[config.mk]
export PLATFORM = sky130hd
export DESIGN_NAME = morse_keyer_with_slot_registers_top
export DESIGN_NICKNAME = d
export VERILOG_FILES = /design/src/rtl/mkr_pkg.sv /design/src/rtl/morse_keyer_with_slot_registers_top.sv /design/src/rtl/mkr_sender.sv
export VERILOG_INCLUDE_DIRS = /design/src /design/src/rtl
export SDC_FILE = /design/constraint.sdc
export NUM_CORES = 1
export LEC_CHECK = 0
export BUFFER_PORTS_ARGS = -buffer_cell sky130_fd_sc_hd__buf_2
export CORE_MARGIN = 10
export CORE_UTILIZATION = 62
export DETAILED_ROUTE_END_ITERATION = 10
export GPL_ROUTABILITY_DRIVEN = 0
export PLACE_DENSITY = 0.8
export REMOVE_ABC_BUFFERS = 1
export SYNTH_ARGS = -nofsm -noshare
export SYNTH_HDL_FRONTEND = slang
export SYNTH_SLANG_ARGS = --single-unit
[constraint.sdc]
create_clock -name i_clk -period 9.5 [get_ports i_clk]
set_clock_uncertainty 0.15 [all_clocks]
set_input_delay 0.475 -clock i_clk [delete_from_list [all_inputs] [get_ports i_clk]]
set_output_delay 0.475 -clock i_clk [all_outputs]
set_load 0.005 [all_outputs]
[src/rtl/morse_keyer_with_slot_registers_top_defines.svh]
// Assertion macros for the keyer top module.
`ifndef MORSE_KEYER_WITH_SLOT_REGISTERS_TOP_DEFINES_SVH
`define MORSE_KEYER_WITH_SLOT_REGISTERS_TOP_DEFINES_SVH

`ifndef ASSERT_OFF
`define MKR_ASSERT(label, clk, rst_n, prop) \
    label: assert property (@(posedge clk) disable iff (!rst_n) prop) \
        else $error("keyer assertion failed");
`define MKR_ASSERT_NORST(label, clk, prop) \
    label: assert property (@(posedge clk) prop) \
        else $error("keyer assertion failed");
`else
`define MKR_ASSERT(label, clk, rst_n, prop)
`define MKR_ASSERT_NORST(label, clk, prop)
`endif

`endif

[src/rtl/mkr_pkg.sv]
package mkr_pkg;

    localparam int NUM_SLOTS  = 8;
    localparam int GAP_UNITS  = 7;
    localparam int MAX_CODE   = 36;
    localparam int SEL_MAX    = 15;
    localparam int REG_ENABLE = NUM_SLOTS;

    localparam int SLOT_W  = 4;
    localparam int SLOT_AW = $clog2(NUM_SLOTS);
    localparam int ELEM_W  = 3;
    localparam int SUB_W   = 3;
    localparam int CODE_W  = 6;
    localparam int LEN_W   = 3;
    localparam int BITS_W  = 5;
    localparam int PHASE_W = 2;
    localparam int SEL_W   = 4;

    localparam logic [1:0] OP_STOP = 2'd0;
    localparam logic [1:0] OP_BYTE = 2'd1;
    localparam logic [1:0] OP_TICK = 2'd2;

    typedef struct packed {
        logic [1:0] operation;
        logic [7:0] rx_byte;
    } t_in_item;

    typedef struct packed {
        logic       key_on;
        logic [3:0] sending_slot;
    } t_out_item;

    typedef struct packed {
        logic [SLOT_W-1:0] slot_index;
        logic              active;
    } t_sender_status;

    // Number of elements in each character.
    function automatic logic [LEN_W-1:0] sym_len(input logic [CODE_W-1:0] code);
        logic [LEN_W-1:0] len;
        case (code) inside
            6'd0:            len = 3'd3;
            [6'd1:6'd10]:    len = 3'd5;
            6'd15, 6'd30:    len = 3'd1;
            6'd11, 6'd19, 6'd23, 6'd24:
                             len = 3'd2;
            6'd14, 6'd17, 6'd21, 6'd25, 6'd28, 6'd29, 6'd31, 6'd32, 6'd33:
                             len = 3'd3;
            6'd12, 6'd13, 6'd16, 6'd18, 6'd20, 6'd22, 6'd26, 6'd27,
            6'd34, 6'd35, 6'd36:
                             len = 3'd4;
            default:         len = 3'd3;
        endcase
        return len;
    endfunction

    // Element pattern, a set bit is a dash, first element in the top used bit.
    function automatic logic [BITS_W-1:0] sym_bits(input logic [CODE_W-1:0] code);
        logic [BITS_W-1:0] bits;
        case (code)
            6'd1:    bits = 5'h1F;
            6'd2:    bits = 5'h0F;
            6'd3:    bits = 5'h07;
            6'd4:    bits = 5'h03;
            6'd5:    bits = 5'h01;
            6'd7:    bits = 5'h10;
            6'd8:    bits = 5'h18;
            6'd9:    bits = 5'h1C;
            6'd10:   bits = 5'h1E;
            6'd11:   bits = 5'h01;
            6'd12:   bits = 5'h08;
            6'd13:   bits = 5'h0A;
            6'd14:   bits = 5'h04;
            6'd16:   bits = 5'h02;
            6'd17:   bits = 5'h06;
            6'd20:   bits = 5'h07;
            6'd21:   bits = 5'h05;
            6'd22:   bits = 5'h04;
            6'd23:   bits = 5'h03;
            6'd24:   bits = 5'h02;
            6'd25:   bits = 5'h07;
            6'd26:   bits = 5'h06;
            6'd27:   bits = 5'h0D;
            6'd28:   bits = 5'h02;
            6'd30:   bits = 5'h01;
            6'd31:   bits = 5'h01;
            6'd32:   bits = 5'h01;
            6'd33:   bits = 5'h03;
            6'd34:   bits = 5'h09;
            6'd35:   bits = 5'h0B;
            6'd36:   bits = 5'h0C;
            default: bits = 5'h00;
        endcase
        return bits;
    endfunction

endpackage

[src/rtl/morse_keyer_with_slot_registers_top.sv]
// Morse keyer with eight character slot registers.
//
// Input channel (i_in_valid, i_in_data, o_in_stall) carries one item per
// bus event or unit tick: a stop, a received byte or a Morse unit tick.
// After a stop, the first byte selects a register and the second writes
// it; registers 0 to 7 hold character codes and register 8 the enable.
// Each tick advances the sender by one Morse unit.
// Output channel (o_out_valid, o_out_data, i_out_stall) returns exactly one
// item for every accepted input item: the key level and the slot in use.
// The result sits in the output register in the cycle after acceptance.
// Throughput is one item per cycle while the receiver does not stall, set
// by the single register stage between the state update and the output.
// When the receiver stalls and the output register is full, o_in_stall is
// raised and no item is taken until the result has been delivered.
// A synchronous reset clears the slots to space, the enable and the
// sender position, and empties the output register.
`include "morse_keyer_with_slot_registers_top_defines.svh"

module morse_keyer_with_slot_registers_top (
    input  logic                i_clk,
    input  logic                i_rst_n,
    input  logic                i_in_valid,
    input  mkr_pkg::t_in_item   i_in_data,
    output logic                o_in_stall,
    output logic                o_out_valid,
    output mkr_pkg::t_out_item  o_out_data,
    input  logic                i_out_stall
);
    import mkr_pkg::*;

    logic [PHASE_W-1:0] r_phase, n_phase;
    logic [SEL_W-1:0]   r_sel, n_sel;
    logic [CODE_W-1:0]  r_slots [NUM_SLOTS];
    logic [CODE_W-1:0]  n_slots [NUM_SLOTS];
    logic               r_enable, n_enable;
    logic               r_out_valid;
    t_out_item          r_out;

    logic               in_acc;
    logic               tick;
    logic [CODE_W-1:0]  cur_code;
    logic               next_active;
    t_sender_status     status;

    assign o_in_stall = r_out_valid & i_out_stall;
    assign in_acc     = i_in_valid & ~o_in_stall;
    assign tick       = in_acc && (i_in_data.operation == OP_TICK);
    assign cur_code   = r_slots[status.slot_index[SLOT_AW-1:0]];

    mkr_sender u_sender (
        .i_clk         (i_clk),
        .i_rst_n       (i_rst_n),
        .i_tick        (tick),
        .i_code        (cur_code),
        .o_status      (status),
        .o_next_active (next_active)
    );

    always_comb begin
        n_phase  = r_phase;
        n_sel    = r_sel;
        n_slots  = r_slots;
        n_enable = r_enable;
        if (in_acc) begin
            case (i_in_data.operation)
                OP_STOP: begin
                    n_phase = '0;
                end
                OP_BYTE: begin
                    if (r_phase == PHASE_W'(0)) begin
                        n_sel = (i_in_data.rx_byte > 8'(SEL_MAX)) ?
                                SEL_W'(SEL_MAX) : i_in_data.rx_byte[SEL_W-1:0];
                    end else if (r_phase == PHASE_W'(1)) begin
                        if (r_sel < SEL_W'(NUM_SLOTS)) begin
                            n_slots[r_sel[SLOT_AW-1:0]] =
                                (i_in_data.rx_byte > 8'(MAX_CODE)) ?
                                '0 : i_in_data.rx_byte[CODE_W-1:0];
                        end else if (r_sel == SEL_W'(REG_ENABLE)) begin
                            n_enable = (i_in_data.rx_byte != '0);
                        end
                    end
                    if (r_phase < PHASE_W'(2)) begin
                        n_phase = r_phase + PHASE_W'(1);
                    end
                end
                default: begin
                    n_phase = r_phase;
                end
            endcase
        end
    end

    always_ff @(posedge i_clk) begin
        if (!i_rst_n) begin
            r_phase     <= '0;
            r_sel       <= '0;
            r_enable    <= 1'b0;
            r_out_valid <= 1'b0;
            for (int i = 0; i < NUM_SLOTS; i++) begin
                r_slots[i] <= '0;
            end
        end else begin
            r_phase  <= n_phase;
            r_sel    <= n_sel;
            r_enable <= n_enable;
            r_slots  <= n_slots;
            if (in_acc) begin
                r_out_valid <= 1'b1;
            end else if (!i_out_stall) begin
                r_out_valid <= 1'b0;
            end
        end
    end

    always_ff @(posedge i_clk) begin
        if (in_acc) begin
            r_out.key_on       <= next_active & n_enable;
            r_out.sending_slot <= status.slot_index;
        end
    end

    assign o_out_valid = r_out_valid;
    assign o_out_data  = r_out;

    `MKR_ASSERT(a_result_follows, i_clk, i_rst_n, in_acc |=> r_out_valid)
    `MKR_ASSERT(a_gap_is_silent, i_clk, i_rst_n,
        tick && (status.slot_index >= SLOT_W'(NUM_SLOTS)) |=> !r_out.key_on)
    `MKR_ASSERT(a_bus_keeps_slot, i_clk, i_rst_n,
        in_acc && (i_in_data.operation != OP_TICK) |=> $stable(status.slot_index))
    `MKR_ASSERT(a_key_needs_enable, i_clk, i_rst_n,
        r_out_valid && r_out.key_on |-> r_enable)
    `MKR_ASSERT_NORST(a_reset_empties, i_clk, !i_rst_n |=> !o_out_valid)

endmodule

[src/rtl/mkr_sender.sv]
module mkr_sender (
    input  logic                           i_clk,
    input  logic                           i_rst_n,
    input  logic                           i_tick,
    input  logic [mkr_pkg::CODE_W-1:0]     i_code,
    output mkr_pkg::t_sender_status        o_status,
    output logic                           o_next_active
);
    import mkr_pkg::*;

    logic [SLOT_W-1:0] r_slot, n_slot;
    logic [ELEM_W-1:0] r_elem, n_elem;
    logic [SUB_W-1:0]  r_sub, n_sub;
    logic              r_active, n_active;

    logic [CODE_W-1:0] code;
    logic [LEN_W-1:0]  len;
    logic [BITS_W-1:0] bits;
    logic [LEN_W-1:0]  bit_idx;
    logic              in_range;
    logic              silent;
    logic              dash;
    logic [SUB_W-1:0]  sub_inc;
    logic              elem_step;
    logic [ELEM_W:0]   elem_wide;

    always_comb begin
        code      = (i_code > CODE_W'(MAX_CODE)) ? '0 : i_code;
        len       = sym_len(code);
        bits      = sym_bits(code);
        bit_idx   = len - r_elem;
        in_range  = (r_elem != '0) && (r_elem <= len);
        silent    = (code == '0) || !in_range;
        dash      = !silent && (((bits >> bit_idx) & BITS_W'(1)) != '0);
        sub_inc   = r_sub + SUB_W'(1);
        elem_step = 1'b0;

        n_slot   = r_slot;
        n_elem   = r_elem;
        n_sub    = r_sub;
        n_active = r_active;

        if (dash) begin
            n_active = (r_sub <= SUB_W'(3));
            if (sub_inc > SUB_W'(4)) begin
                elem_step = 1'b1;
            end
        end else begin
            n_active = (r_sub <= SUB_W'(1)) && !silent;
            if (sub_inc > SUB_W'(2)) begin
                elem_step = 1'b1;
            end
        end
        elem_wide = {1'b0, r_elem} + {{ELEM_W{1'b0}}, elem_step};

        if (i_tick) begin
            if (r_slot >= SLOT_W'(NUM_SLOTS)) begin
                n_active = 1'b0;
                if (r_elem >= ELEM_W'(GAP_UNITS)) begin
                    n_elem = ELEM_W'(1);
                    n_sub  = SUB_W'(1);
                    n_slot = '0;
                end else begin
                    n_elem = r_elem + ELEM_W'(1);
                end
            end else begin
                n_sub = elem_step ? SUB_W'(1) : sub_inc;
                if (elem_wide > {1'b0, len}) begin
                    n_slot = r_slot + SLOT_W'(1);
                    n_elem = ELEM_W'(1);
                end else begin
                    n_elem = elem_wide[ELEM_W-1:0];
                end
            end
        end else begin
            n_active = r_active;
        end
    end

    always_ff @(posedge i_clk) begin
        if (!i_rst_n) begin
            r_slot   <= '0;
            r_elem   <= ELEM_W'(1);
            r_sub    <= SUB_W'(1);
            r_active <= 1'b0;
        end else begin
            r_slot   <= n_slot;
            r_elem   <= n_elem;
            r_sub    <= n_sub;
            r_active <= n_active;
        end
    end

    assign o_status.slot_index = r_slot;
    assign o_status.active     = r_active;
    assign o_next_active       = n_active;

endmodule

==> results.cfg <==
[global_route]
grt_pass1_wl_mm = 18.2
grt.overflow.total = 0
first_global_vias = 3804
antenna_found_initial = 0
grt.total_usage_pct = 19.2
grt_start_max_net_pins = 44

[logic_synthesis]
synth_top_area_share_pct = 29.1
ys_types = 65
synthTopCellsByArea = dfxtp_1 29%, mux2i_1 12%, ha_1 6.8%, nor2b_1 4.6%, nor2_1 4.5%
synth_edf_count = 5
netlist_instances = 506
ys.flop_type = dfxtp_1
seq_area_frac_synth_pct = 32.4
synth_area_um2 = 4610
yosysWarnings = 0
async_flop_share_pct = 0
synth.largest_area_cell = dfxtp_1
yosys_register_bits = 72
synth.avg_cell_area_um2 = 9.11

[final_layout]
fill_cells = 586
area_delta_synth_final_pct = 6.95
mostFrequentLayoutCells = 67 x dfxtp_1, 55 x mux2i_1, 55 x nor2_1, 36 x nand2_1, 34 x nor2b_1
final_area_um2 = 4930
antenna-diode-count = 0
layout.nets = 550
drive_gt1_share_pct = 12.4
final_common_cell = dfxtp_1
final_util_pct = 68.0

[setup_path]
critPathLaunchType = flip-flop
cp_slowest_cell = dfxtp_1
cp_data_arrival_time_ns = 8.30
cp.required_ns = 9.62
crit_type = reg -> reg
cp-end-kind = flip-flop
max_stage_delay_ns = 0.91
cpMostUsedCell = ha_1
path_max_fanout = 18

[flow_run]
cap_violations = 0

[clocking]
h-tree-depth = 3
post_cts_resized = 0
hold_buffers = 0
clock_path_buffers = 2
path_clk_slew_ns = 0.09
root_buffer = clkbuf_8
clk_latency_ns = 0.36
postCtsSetupBuffers = 0
tritoncts = done
cts_sinks = 72
cts_inserted_buffers = 9

[sta]
hold_ws_ns = 0.184
slew_headroom_pct = 40.7
worst_pin_slew_ns = 0.888
fmax_ghz = 0.122
rsz0062_at_grt = false
fin_crit_sh_pct = 86.1
finalCriticalPeriod_ns = 8.18
drv_slew = 0
fin_ws_ns = 1.32
setup_tns_ns = 0
hold_viol = 0
setup_viol = 0

[floorplanning]
num_rows = 31
placeableCoreArea_um2 = 7250
dieArea_um2 = 11300
io_pins = 21
die_h_um = 106
die_w_um = 106
start_util_pct = 63.6

[detailed_routing]
drc = 0
top_layer = met4
drtIter0Drc = 321
met3_length_um = 507
met1_length_mm = 4.70
ant_nets = 0
vias = 3853
wl_met2_mm = 5.32
wl_mm = 10.8
post_drt_wl_per_cell_um = 17.5
post_drt_via_cell_ratio = 6.28
dr.pass1.iters = 5

[place]
place_ws_ns = 1.49
port_buffers = 20
dpl_cell_area_um2 = 4730
dp_hpwl_mm = 7.61

[power_and_ir_drop]
p_leak_uw = 0.00199
vdd_drop_max_mv = 0.125
p_per_area_nw_per_um2 = 125

[status]
status = finished clean

[min_path]
hold_path_class = in -> reg
synth_stat cells (2+ instances only):
master,n
or3_1,2
o211ai_1,3
a21oi_1,16
o21ai_0,15
mux2_4,2
ha_1,25
nand4_1,3
mux4_2,8
nand3b_1,3
a311oi_1,5
and3_1,3
buf_6,2
nand2_1,36
mux2i_1,55
buf_2,2
nand2b_1,3
mux4_1,4
mux2_2,5
and3b_1,2
a32oi_1,3
nor3_1,11
nand3_1,11
a22oi_1,2
clkinv_1,2
or2_2,2
dfxtp_1,67
o21a_1,3
a211oi_1,4
a21boi_0,3
o2111ai_1,3
o31ai_1,4
nor2_1,55
nor2b_1,34
edfxtp_1,5
a31oi_1,7
and2_1,14
xor2_1,2
o211a_1,6
inv_1,21
nor3b_1,3
clkbuf_1,26
registers in the layout, summed over array words and instances, names as in the netlist:
signal,count
r_phase,2
u_sender.r_elem,3
r_sel,4
r_enable,1
u_sender.r_slot,4
u_sender.r_active,1
u_sender.r_sub,3
o_out_data,5
r_slots,48
o_out_valid,1
critical path, delay by kind of cell (launching register included):
| family | cells | cell delay, ns |
|---|---|---|
| AND/OR/NAND/NOR | 5 | 0.93 |
| flip-flops | 1 | 0.91 |
| adder cells (fa/ha/maj) | 5 | 1.61 |
| buffers and inverters | 1 | 0.15 |
| XOR/XNOR | 1 | 0.33 |
| AO/OA/AOI/OAI | 13 | 2.49 |
| multiplexers | 3 | 1.51 |
final cells by class:
class                           count  area [µm²]  area share [%]
Clock buffer                        9         124            2.51
Clock inverter                      7        80.1            1.62
Inverter                           24        90.1            1.83
Multi-Input combinational cell    380        2900            58.8
Sequential cell                    72        1490            30.3
Tap cell                           99         124            2.51
Timing Repair Buffer               23         123            2.49
layer usage:
layer	global-route usage, %	vias to the layer above
met5	0	-
met4	6.87	0
met2	33.0	149
met3	4.11	29
li1	-	1820
met1	23.2	1855
report_power, final:
group | switching, µW | total, µW | internal (µW)
logic | 28.9 | 50.4 | 21.5
clock network | 129 | 254 | 124
registers | 5.57 | 314 | 309
cell families after synthesis:
logic type      after synthesis  share of synthesized area (%)
simple gates                186                           20.2
compound gates               91                           14.8
mux                          75                           20.3
flops                        72                           32.4
buf+inv                      54                           4.78
fa+ha+maj                    26                           7.22
xor+xnor                      2                          0.380
per-stage QoR:
stage,instances,power [µW]
final,614,618
after global routing,614,639
after CTS,614,619
after detailed placement,598,371
after global placement,598,369
after floorplan,476,353
final timing paths:
kind                                    startpoint  depth (start not counted)  slack [ns]                  to
worst min-delay path                    i_in_valid                          2        0.18         o_out_valid
worst max-delay path            u_sender.r_slot[2]                         28        1.32  u_sender.r_slot[2]
worst max register to register  u_sender.r_slot[2]                         28        1.32  u_sender.r_slot[2]
worst min register to register   u_sender.r_active                          2        0.34   u_sender.r_active
Note: power is estimated with default switching activity, not from simulation.
